<file path="src/hdl/assert_macros.svh">
// Assertion macros shared by the RTL of the pair table.
// Depends on nothing; included by files that check their own logic.
`ifndef ASSERT_MACROS_SVH
`define ASSERT_MACROS_SVH

// The property must hold at every clock edge outside reset.
`define BPT_ASSERT(lbl, clk, rst_n, prop, msg) \
    lbl: assert property (@(posedge clk) disable iff (!rst_n) prop) else $error(msg);

// The condition must never be true at a clock edge outside reset.
`define BPT_ASSERT_NEVER(lbl, clk, rst_n, cond, msg) \
    lbl: assert property (@(posedge clk) disable iff (!rst_n) !(cond)) else $error(msg);

`endif

</file>
<file path="src/hdl/bpt_pkg.sv">
// Package of the pair table: command and status codes, defaults, cell control type.
// Depends on nothing; used by bpt_cell and bounded_pair_table.
`default_nettype none

package bpt_pkg;

    localparam int DEFAULT_CAPACITY   = 8;
    localparam int DEFAULT_DATA_WIDTH = 32;

    localparam int FIELD_W = 32;
    localparam int IDX_W   = 3;
    localparam int CNT_W   = 4;

    localparam logic [1:0] CMD_ADD    = 2'd0;
    localparam logic [1:0] CMD_REMOVE = 2'd1;
    localparam logic [1:0] CMD_READ   = 2'd2;

    localparam logic [1:0] ST_OK     = 2'd0;
    localparam logic [1:0] ST_FULL   = 2'd1;
    localparam logic [1:0] ST_DUP    = 2'd2;
    localparam logic [1:0] ST_BADIDX = 2'd3;

    typedef struct packed {
        logic live;
        logic load;
        logic shift;
    } cell_ctrl_t;

endpackage

`default_nettype wire

</file>
<file path="src/hdl/bounded_pair_table.sv">
// Top level of the pair table: command decode, entry count and the row of cells.
// Depends on bpt_pkg, bpt_cell and assert_macros.svh.
//
//   channel   direction  beat marker        payload
//   command   in         start & !busy      command, key, value, index
//   result    out        done               status, key_out, value_out, count
//   config    in         cfg_wen            cfg_wdata (allow_duplicates)
//
// For every command, done rises in the cycle after the command is
// taken, and busy never rises, so a command may be issued in every cycle.
// Cells compare and shift in parallel, so no command iterates over entries.
// Reset empties the table and sets allow_duplicates; stored pairs are not cleared.
// Results cannot be held off by the receiver.
`default_nettype none

module bounded_pair_table #(
    parameter int CAPACITY   = bpt_pkg::DEFAULT_CAPACITY,
    parameter int DATA_WIDTH = bpt_pkg::DEFAULT_DATA_WIDTH
) (
    input  wire logic                                  clk,
    input  wire logic                                  rst_n,
    input  wire logic                                  start,
    output logic                                       busy,
    input  wire logic        [1:0]                     command,
    input  wire logic signed [bpt_pkg::FIELD_W-1:0]    key,
    input  wire logic signed [bpt_pkg::FIELD_W-1:0]    value,
    input  wire logic        [bpt_pkg::IDX_W-1:0]      index,
    input  wire logic                                  cfg_wen,
    input  wire logic                                  cfg_wdata,
    output logic                                       done,
    output logic             [1:0]                     status,
    output logic signed      [bpt_pkg::FIELD_W-1:0]    key_out,
    output logic signed      [bpt_pkg::FIELD_W-1:0]    value_out,
    output logic             [bpt_pkg::CNT_W-1:0]      count
);

    localparam int CW   = $clog2(CAPACITY + 1);
    localparam int CMPW = (CW > bpt_pkg::IDX_W) ? CW : bpt_pkg::IDX_W;

    logic                          allow_reg;
    logic [CW-1:0]                 count_reg;
    logic [CW-1:0]                 count_next;
    logic                          done_reg;
    logic [1:0]                    status_reg;
    logic [1:0]                    status_next;
    logic [bpt_pkg::FIELD_W-1:0]   key_out_reg;
    logic [bpt_pkg::FIELD_W-1:0]   key_out_next;
    logic [bpt_pkg::FIELD_W-1:0]   value_out_reg;
    logic [bpt_pkg::FIELD_W-1:0]   value_out_next;

    logic                          accept;
    logic [DATA_WIDTH-1:0]         in_key;
    logic [DATA_WIDTH-1:0]         in_value;
    logic [CMPW-1:0]               idx_ext;
    logic [CMPW-1:0]               count_ext;
    logic                          full;
    logic                          dup;
    logic                          bad_idx;
    logic                          add_ok;
    logic                          remove_ok;
    logic [DATA_WIDTH-1:0]         sel_key;
    logic [DATA_WIDTH-1:0]         sel_value;

    bpt_pkg::cell_ctrl_t           ctrl     [CAPACITY];
    logic [DATA_WIDTH-1:0]         cell_key [CAPACITY];
    logic [DATA_WIDTH-1:0]         cell_val [CAPACITY];
    logic [CAPACITY-1:0]           match_vec;
    logic [CAPACITY-1:0]           load_vec;

    assign busy      = 1'b0;
    assign accept    = start && !busy;
    assign in_key    = DATA_WIDTH'($unsigned(key));
    assign in_value  = DATA_WIDTH'($unsigned(value));
    assign idx_ext   = CMPW'(index);
    assign count_ext = CMPW'(count_reg);
    assign full      = (count_reg >= CW'(CAPACITY));
    assign dup       = !allow_reg && (|match_vec);
    assign bad_idx   = (idx_ext >= count_ext) || (idx_ext >= CMPW'(CAPACITY));
    assign add_ok    = accept && (command == bpt_pkg::CMD_ADD) && !full && !dup;
    assign remove_ok = accept && (command == bpt_pkg::CMD_REMOVE) && !bad_idx;

    always_comb
    begin
        sel_key   = '0;
        sel_value = '0;
        for (int i = 0; i < CAPACITY; i++)
        begin
            if (idx_ext == CMPW'(i))
            begin
                sel_key   = sel_key | cell_key[i];
                sel_value = sel_value | cell_val[i];
            end
        end
    end

    generate
        for (genvar g = 0; g < CAPACITY; g++)
        begin : g_cell
            logic [DATA_WIDTH-1:0] up_key;
            logic [DATA_WIDTH-1:0] up_value;

            if (g == CAPACITY - 1)
            begin : g_last
                assign up_key   = cell_key[g];
                assign up_value = cell_val[g];
            end
            else
            begin : g_mid
                assign up_key   = cell_key[g+1];
                assign up_value = cell_val[g+1];
            end

            assign ctrl[g].live  = (CW'(g) < count_reg);
            assign ctrl[g].load  = add_ok && (CW'(g) == count_reg);
            assign ctrl[g].shift = remove_ok && (CMPW'(g) >= idx_ext)
                                   && (CMPW'(g + 1) < count_ext);
            assign load_vec[g]   = ctrl[g].load;

            bpt_cell #(
                .DATA_WIDTH (DATA_WIDTH)
            ) u_cell (
                .clk       (clk),
                .ctrl      (ctrl[g]),
                .new_key   (in_key),
                .new_value (in_value),
                .up_key    (up_key),
                .up_value  (up_value),
                .cur_key   (cell_key[g]),
                .cur_value (cell_val[g]),
                .match     (match_vec[g])
            );
        end
    endgenerate

    always_comb
    begin
        status_next    = bpt_pkg::ST_OK;
        key_out_next   = '0;
        value_out_next = '0;
        count_next     = count_reg;
        unique case (command)
            bpt_pkg::CMD_ADD:
            begin
                if (full)
                begin
                    status_next = bpt_pkg::ST_FULL;
                end
                else if (dup)
                begin
                    status_next = bpt_pkg::ST_DUP;
                end
                else
                begin
                    count_next = count_reg + CW'(1);
                end
            end
            bpt_pkg::CMD_REMOVE, bpt_pkg::CMD_READ:
            begin
                if (bad_idx)
                begin
                    status_next = bpt_pkg::ST_BADIDX;
                end
                else
                begin
                    key_out_next   = bpt_pkg::FIELD_W'(sel_key);
                    value_out_next = bpt_pkg::FIELD_W'(sel_value);
                    if (command == bpt_pkg::CMD_REMOVE)
                    begin
                        count_next = count_reg - CW'(1);
                    end
                end
            end
            default:
            begin
                status_next = bpt_pkg::ST_OK;
            end
        endcase
    end

    always_ff @(posedge clk or negedge rst_n)
    begin
        if (!rst_n)
        begin
            allow_reg <= 1'b1;
            count_reg <= '0;
            done_reg  <= 1'b0;
        end
        else
        begin
            if (cfg_wen)
            begin
                allow_reg <= cfg_wdata;
            end
            done_reg <= accept;
            if (accept)
            begin
                count_reg <= count_next;
            end
        end
    end

    always_ff @(posedge clk)
    begin
        if (accept)
        begin
            status_reg    <= status_next;
            key_out_reg   <= key_out_next;
            value_out_reg <= value_out_next;
        end
    end

    assign done      = done_reg;
    assign status    = status_reg;
    assign key_out   = key_out_reg;
    assign value_out = value_out_reg;
    assign count     = bpt_pkg::CNT_W'(count_reg);

`include "assert_macros.svh"

    `BPT_ASSERT(a_count_bound, clk, rst_n, count_reg <= CW'(CAPACITY), "entry count above capacity")
    `BPT_ASSERT(a_done_follows, clk, rst_n, done_reg |-> $past(accept), "result without a command beat")
    `BPT_ASSERT(a_refused_keeps, clk, rst_n, (done_reg && status_reg != bpt_pkg::ST_OK) |-> count_reg == $past(count_reg), "refused command changed the count")
    `BPT_ASSERT_NEVER(a_one_load, clk, rst_n, !$onehot0(load_vec), "more than one cell loaded")

endmodule

`default_nettype wire

</file>
<file path="src/hdl/bpt_cell.sv">
// One entry of the pair table: holds a key/value pair, compares it with the
// incoming pair, loads that pair on an add and takes the pair of its upper
// neighbor on a remove. Depends on bpt_pkg.
`default_nettype none

module bpt_cell #(
    parameter int DATA_WIDTH = bpt_pkg::DEFAULT_DATA_WIDTH
) (
    input  wire logic                   clk,
    input  wire bpt_pkg::cell_ctrl_t    ctrl,
    input  wire logic [DATA_WIDTH-1:0]  new_key,
    input  wire logic [DATA_WIDTH-1:0]  new_value,
    input  wire logic [DATA_WIDTH-1:0]  up_key,
    input  wire logic [DATA_WIDTH-1:0]  up_value,
    output logic      [DATA_WIDTH-1:0]  cur_key,
    output logic      [DATA_WIDTH-1:0]  cur_value,
    output logic                        match
);

    logic [DATA_WIDTH-1:0] key_reg;
    logic [DATA_WIDTH-1:0] value_reg;

    always_ff @(posedge clk)
    begin
        if (ctrl.shift)
        begin
            key_reg   <= up_key;
            value_reg <= up_value;
        end
        else if (ctrl.load)
        begin
            key_reg   <= new_key;
            value_reg <= new_value;
        end
    end

    assign cur_key   = key_reg;
    assign cur_value = value_reg;
    assign match     = ctrl.live && (key_reg == new_key) && (value_reg == new_value);

endmodule

`default_nettype wire

</file>
<file path="config.mk">
export PLATFORM = sky130hd
export DESIGN_NAME = bounded_pair_table
export DESIGN_NICKNAME = d
export VERILOG_FILES = /design/src/hdl/bpt_pkg.sv /design/src/hdl/bounded_pair_table.sv /design/src/hdl/bpt_cell.sv
export VERILOG_INCLUDE_DIRS = /design/src /design/src/hdl
export SDC_FILE = /design/constraint.sdc
export NUM_CORES = 1
export LEC_CHECK = 0
export BUFFER_PORTS_ARGS = -buffer_cell sky130_fd_sc_hd__buf_2
export CAP_MARGIN = 20
export CORE_ASPECT_RATIO = 0.9
export CORE_MARGIN = 3
export CORE_UTILIZATION = 50
export DETAILED_ROUTE_END_ITERATION = 6
export HOLD_SLACK_MARGIN = 0.12
export PLACE_DENSITY = 0.77
export RECOVER_POWER = 50
export SYNTH_ARGS = -nofsm -noshare
export SYNTH_HDL_FRONTEND = slang
export SYNTH_SLANG_ARGS = --single-unit
</file>
<file path="constraint.sdc">
create_clock -name clk -period 7 [get_ports clk]
set_input_delay 1.05 -clock clk [delete_from_list [all_inputs] [get_ports clk]]
set_output_delay 1.05 -clock clk [all_outputs]
set_load 0.02 [all_outputs]
</file>
==> impl_metrics.json <==
{
  "preCtsSetupSlack_ns": 1.54,
  "max_freq_ghz": 0.161,
  "numCtsBuffers": 60,
  "ys.flop_type": "edfxtp_1",
  "cp-start-kind": "input pin",
  "p_seq_share_pct": 46.1,
  "ir_drop_v": 0.000202,
  "holdBufCountCts": 0,
  "io_pins": 146,
  "stdcell_area_um2": 35400,
  "grt_util_met3_pct": 13.4,
  "fin_crit_ns": 6.21,
  "cts_buffer_depth": 3,
  "fillers": 5333,
  "cts_tree": "done",
  "clock_latency_ns": 0.65,
  "multiInputGateArea_um2": 13800,
  "synthesis.area_um2": 32400,
  "power_density_nw_per_um2": 268,
  "die_x_um": 274,
  "crit_end": "key_out[0]$_SDFFCE_PP0P_",
  "internal-power_w": 0.00654,
  "maxSlewHeadroom_pct": -130,
  "crit_buf_inv": 3,
  "cpMostUsedCell": "clkbuf_1",
  "p_sw_w": 0.00295,
  "finalHoldViolations": 0,
  "h-tree-depth": 2,
  "r2r_start": "count[2]$_DFFE_PN0P_",
  "status": "finished with violations",
  "fin_skew_ns": 0.0229,
  "drive_above_1_share_pct": 22.8,
  "gp_congestion": 1.10,
  "use_met2_pct": 57.6,
  "ys_seq_area_share_pct": 54.1,
  "synthSimpleGateAreaFrac_pct": 4.42,
  "drv_slew": 292,
  "num_rows": 87,
  "vias_per_cell": 7.02,
  "grt_pass1_wl_um": 185000,
  "hold_class": "input pin to asynchronous set/reset pin",
  "cp.required_ns": 7.38,
  "finalCritPeriodShare_pct": 88.7,
  "post_drt_wl_per_cell_um": 41.0,
  "syn-mean-instance-area_um2": 13.4,
  "cts_sinks": 584,
  "setup-tns-final_ns": 0,
  "worst-r2r-setup-slack_ns": 1.71,
  "grt_max_degree": 65,
  "ctsResizeCount": 0,
  "end_kind": "flip-flop",
  "crit_family": "buffers and inverters",
  "root_buffer": "clkbuf_16",
  "antenna_found_initial": 21,
  "syn2layout_area_growth_pct": 9.29,
  "critical_path.max_stage_delay_ns": 2.51,
  "postCtsSetupRepairBufs": 0,
  "rsz0062_at_grt": "false",
  "fin_ws_ns": 0.790,
  "cp-startpoint": "index[2]",
  "synth_top_family_by_area": "multiplexers",
  "nets": 2521,
  "rr_endpoint": "g_cell[5].u_cell.cur_key[21]$_DFFE_PP_",
  "syn_inst": 2422,
  "crit_cells": 6,
  "violations": "max-capacitance violations, max-slew violations",
  "drc_errors": 0,
  "synth-compound-area-share_pct": 9.20,
  "clockPowerShare_pct": 34.5,
  "worstPathMaxFanout": 36,
  "power.leakage_nw": 11.1,
  "num_vias": 23416,
  "cp_cell_sequence": "buf_2, nor3b_1, clkbuf_1, clkbuf_1, a22oi_1, a31oi_1",
  "synth_nets": 2508,
  "synth_xor_area_share_pct": 13.3,
  "place_area_um2": 33600,
  "power_frac_comb_pct": 19.5,
  "ys_warn_count": 0,
  "setup_viol": 0,
  "synth_edf_count": 578,
  "worst_slew_pin_slew_ns": 3.44,
  "p_sw_share_pct": 31.1,
  "dp_hpwl_um": 97400,
  "drt_iter0_markers": 4597,
  "maxCapViolCount": 9,
  "drtPass1Iterations": 5,
  "muxShareOfSynthArea_pct": 14.8,
  "ys_types": 55,
  "fp.coreArea_um2": 63400,
  "ant_nets": 0,
  "synth_fa_ha_area_share_pct": 0.464,
  "grt_util_all_layers_pct": 40.0,
  "slowest_stage": "clkbuf_1",
  "first_global_vias": 21832,
  "ff_latch_area_um2": 17500,
  "async_flop_share_pct": 1.03,
  "die_area_um2": 67800,
  "ys_ff_latch": 584,
  "reg2reg_depth": 7,
  "cp.arrival_ns": 6.60,
  "top_usage_layer": "met2",
  "worstSetupPathType": "input pin to flip-flop",
  "grt.met1_usage_pct": 54.0,
  "io_buffers": 144,
  "initial_core_util_pct": 51.1,
  "grt-ovfl-total": 0,
  "path_clk_slew_ns": 0.06,
  "fp.dieH_um": 247,
  "wl_um": 137000
}
==> worst min-delay path by stage <==
stage,startpoint,end,slack (ns)
final,rst_n,count[0]$_DFFE_PN0P_,0.27
after CTS,rst_n,count[0]$_DFFE_PN0P_,0.21
after detailed placement,g_cell[7].u_cell.cur_value[29]$_DFFE_PP_,g_cell[6].u_cell.cur_value[29]$_DFFE_PP_,0.60
after floorplan,g_cell[7].u_cell.cur_key[8]$_DFFE_PP_,g_cell[6].u_cell.cur_key[8]$_DFFE_PP_,0.57
after global placement,g_cell[7].u_cell.cur_value[29]$_DFFE_PP_,g_cell[6].u_cell.cur_value[29]$_DFFE_PP_,0.59
after global routing,rst_n,count[1]$_DFFE_PN0P_,0.29
==> Yosys cell counts, drive strengths merged, types with 2 or more instances <==
master	count	area share, %
o2111ai	3	0.081
nand2	35	0.41
edfxtp	578	54
a22oi	129	3.0
o2bb2ai	3	0.081
nand4	69	1.3
dfrtp	5	0.39
a22o	66	1.8
clkbuf	81	0.94
inv	31	0.36
o22ai	5	0.097
xnor2	234	6.3
a31oi	64	1.2
mux2i	2	0.062
o21bai	2	0.046
o21ai	32	0.50
nand2b	10	0.19
nor3	16	0.25
nor3b	2	0.046
and3	2	0.039
mux2	422	15
nor4	80	1.6
a221oi	67	1.8
or4	3	0.070
o31ai	3	0.070
a21oi	7	0.13
xor2	257	7.0
nand3	17	0.26
nor2b	2	0.039
ha	12	0.46
nor2	9	0.10
o221ai	2	0.054
a2111oi	2	0.054
buf	155	2.4
==> area by class of cell <==
| cell class | instances | share of cell area (%) |
|---|---|---|
| timing repair buffer | 187 | 2.68 |
| tap | 845 | 2.99 |
| antenna | 6 | 0.0425 |
| multi-input combinational | 1571 | 39.0 |
| clock inverter | 39 | 0.955 |
| sequential | 584 | 49.5 |
| inverter | 31 | 0.329 |
| clock buffer | 74 | 4.52 |
==> power groups by stage <==
stage          Combinational (W)  Sequential, W  Clock [W]
6_report                 0.00185        0.00437    0.00327
5_1_grt                  0.00188        0.00439    0.00340
4_1_cts                  0.00181        0.00436    0.00327
3_5_place_dp             0.00180        0.00443          0
3_3_place_gp             0.00179        0.00442          0
2_1_floorplan           0.000943        0.00446          0
==> cell usage in the layout (no fill, tap or decap), types with 9 or more instances in the layout <==
| cell type | instances |
|---|---|
| edfxtp_1 | 578 |
| mux2_2 | 421 |
| xor2_1 | 257 |
| xnor2_1 | 234 |
| clkbuf_1 | 156 |
| a22oi_1 | 129 |
| nor4_1 | 78 |
| nand4_1 | 69 |
| a221oi_1 | 67 |
| a22o_1 | 66 |
| a31oi_1 | 64 |
| clkbuf_16 | 62 |
| nand2_1 | 35 |
| inv_1 | 30 |
| o21ai_0 | 30 |
| buf_4 | 23 |
| clkinv_1 | 19 |
| nand3_1 | 17 |
| nor3_1 | 13 |
| ha_1 | 12 |
| clkinv_2 | 11 |
| nand2b_1 | 10 |
| buf_2 | 10 |
| buf_12 | 9 |
==> worst register-to-register path, stage by stage (launching register included) <==
cell	delay, ns
dfrtp_1	0.64
inv_2	0.25
ha_1	0.34
a21oi_1	0.14
o211ai_1	0.47
a211o_1	1.42
clkbuf_2	1.26
mux2_2	0.53
==> per-layer routing <==
metal | vias up | share of wire (%)
met5 | - | 0.12
met4 | 26 | 6.0
met3 | 343 | 14
met2 | 1860 | 42
met1 | 11839 | 38
li1 | 9348 | -
==> through the flow <==
step	instances	utilization (%)	hold slack, ns	total power (W)
after floorplan	2422	-	0.565	0.00540
after global placement	3214	53.1	0.587	0.00621
after detailed placement	3216	53.1	0.597	0.00623
after CTS	3329	56.1	0.210	0.00945
after global routing	3331	55.8	0.294	0.00967
final	3337	55.8	0.271	0.00949
==> logic make-up after synthesis <==
logic type | count (synthesis)
adder cells (fa/ha/maj) | 12
buffers and inverters | 267
AND/OR/NAND/NOR | 249
other | 1
multiplexers | 424
flip-flops | 584
AO/OA/AOI/OAI | 394
XOR/XNOR | 491
Note: power is estimated with default switching activity, not from simulation.
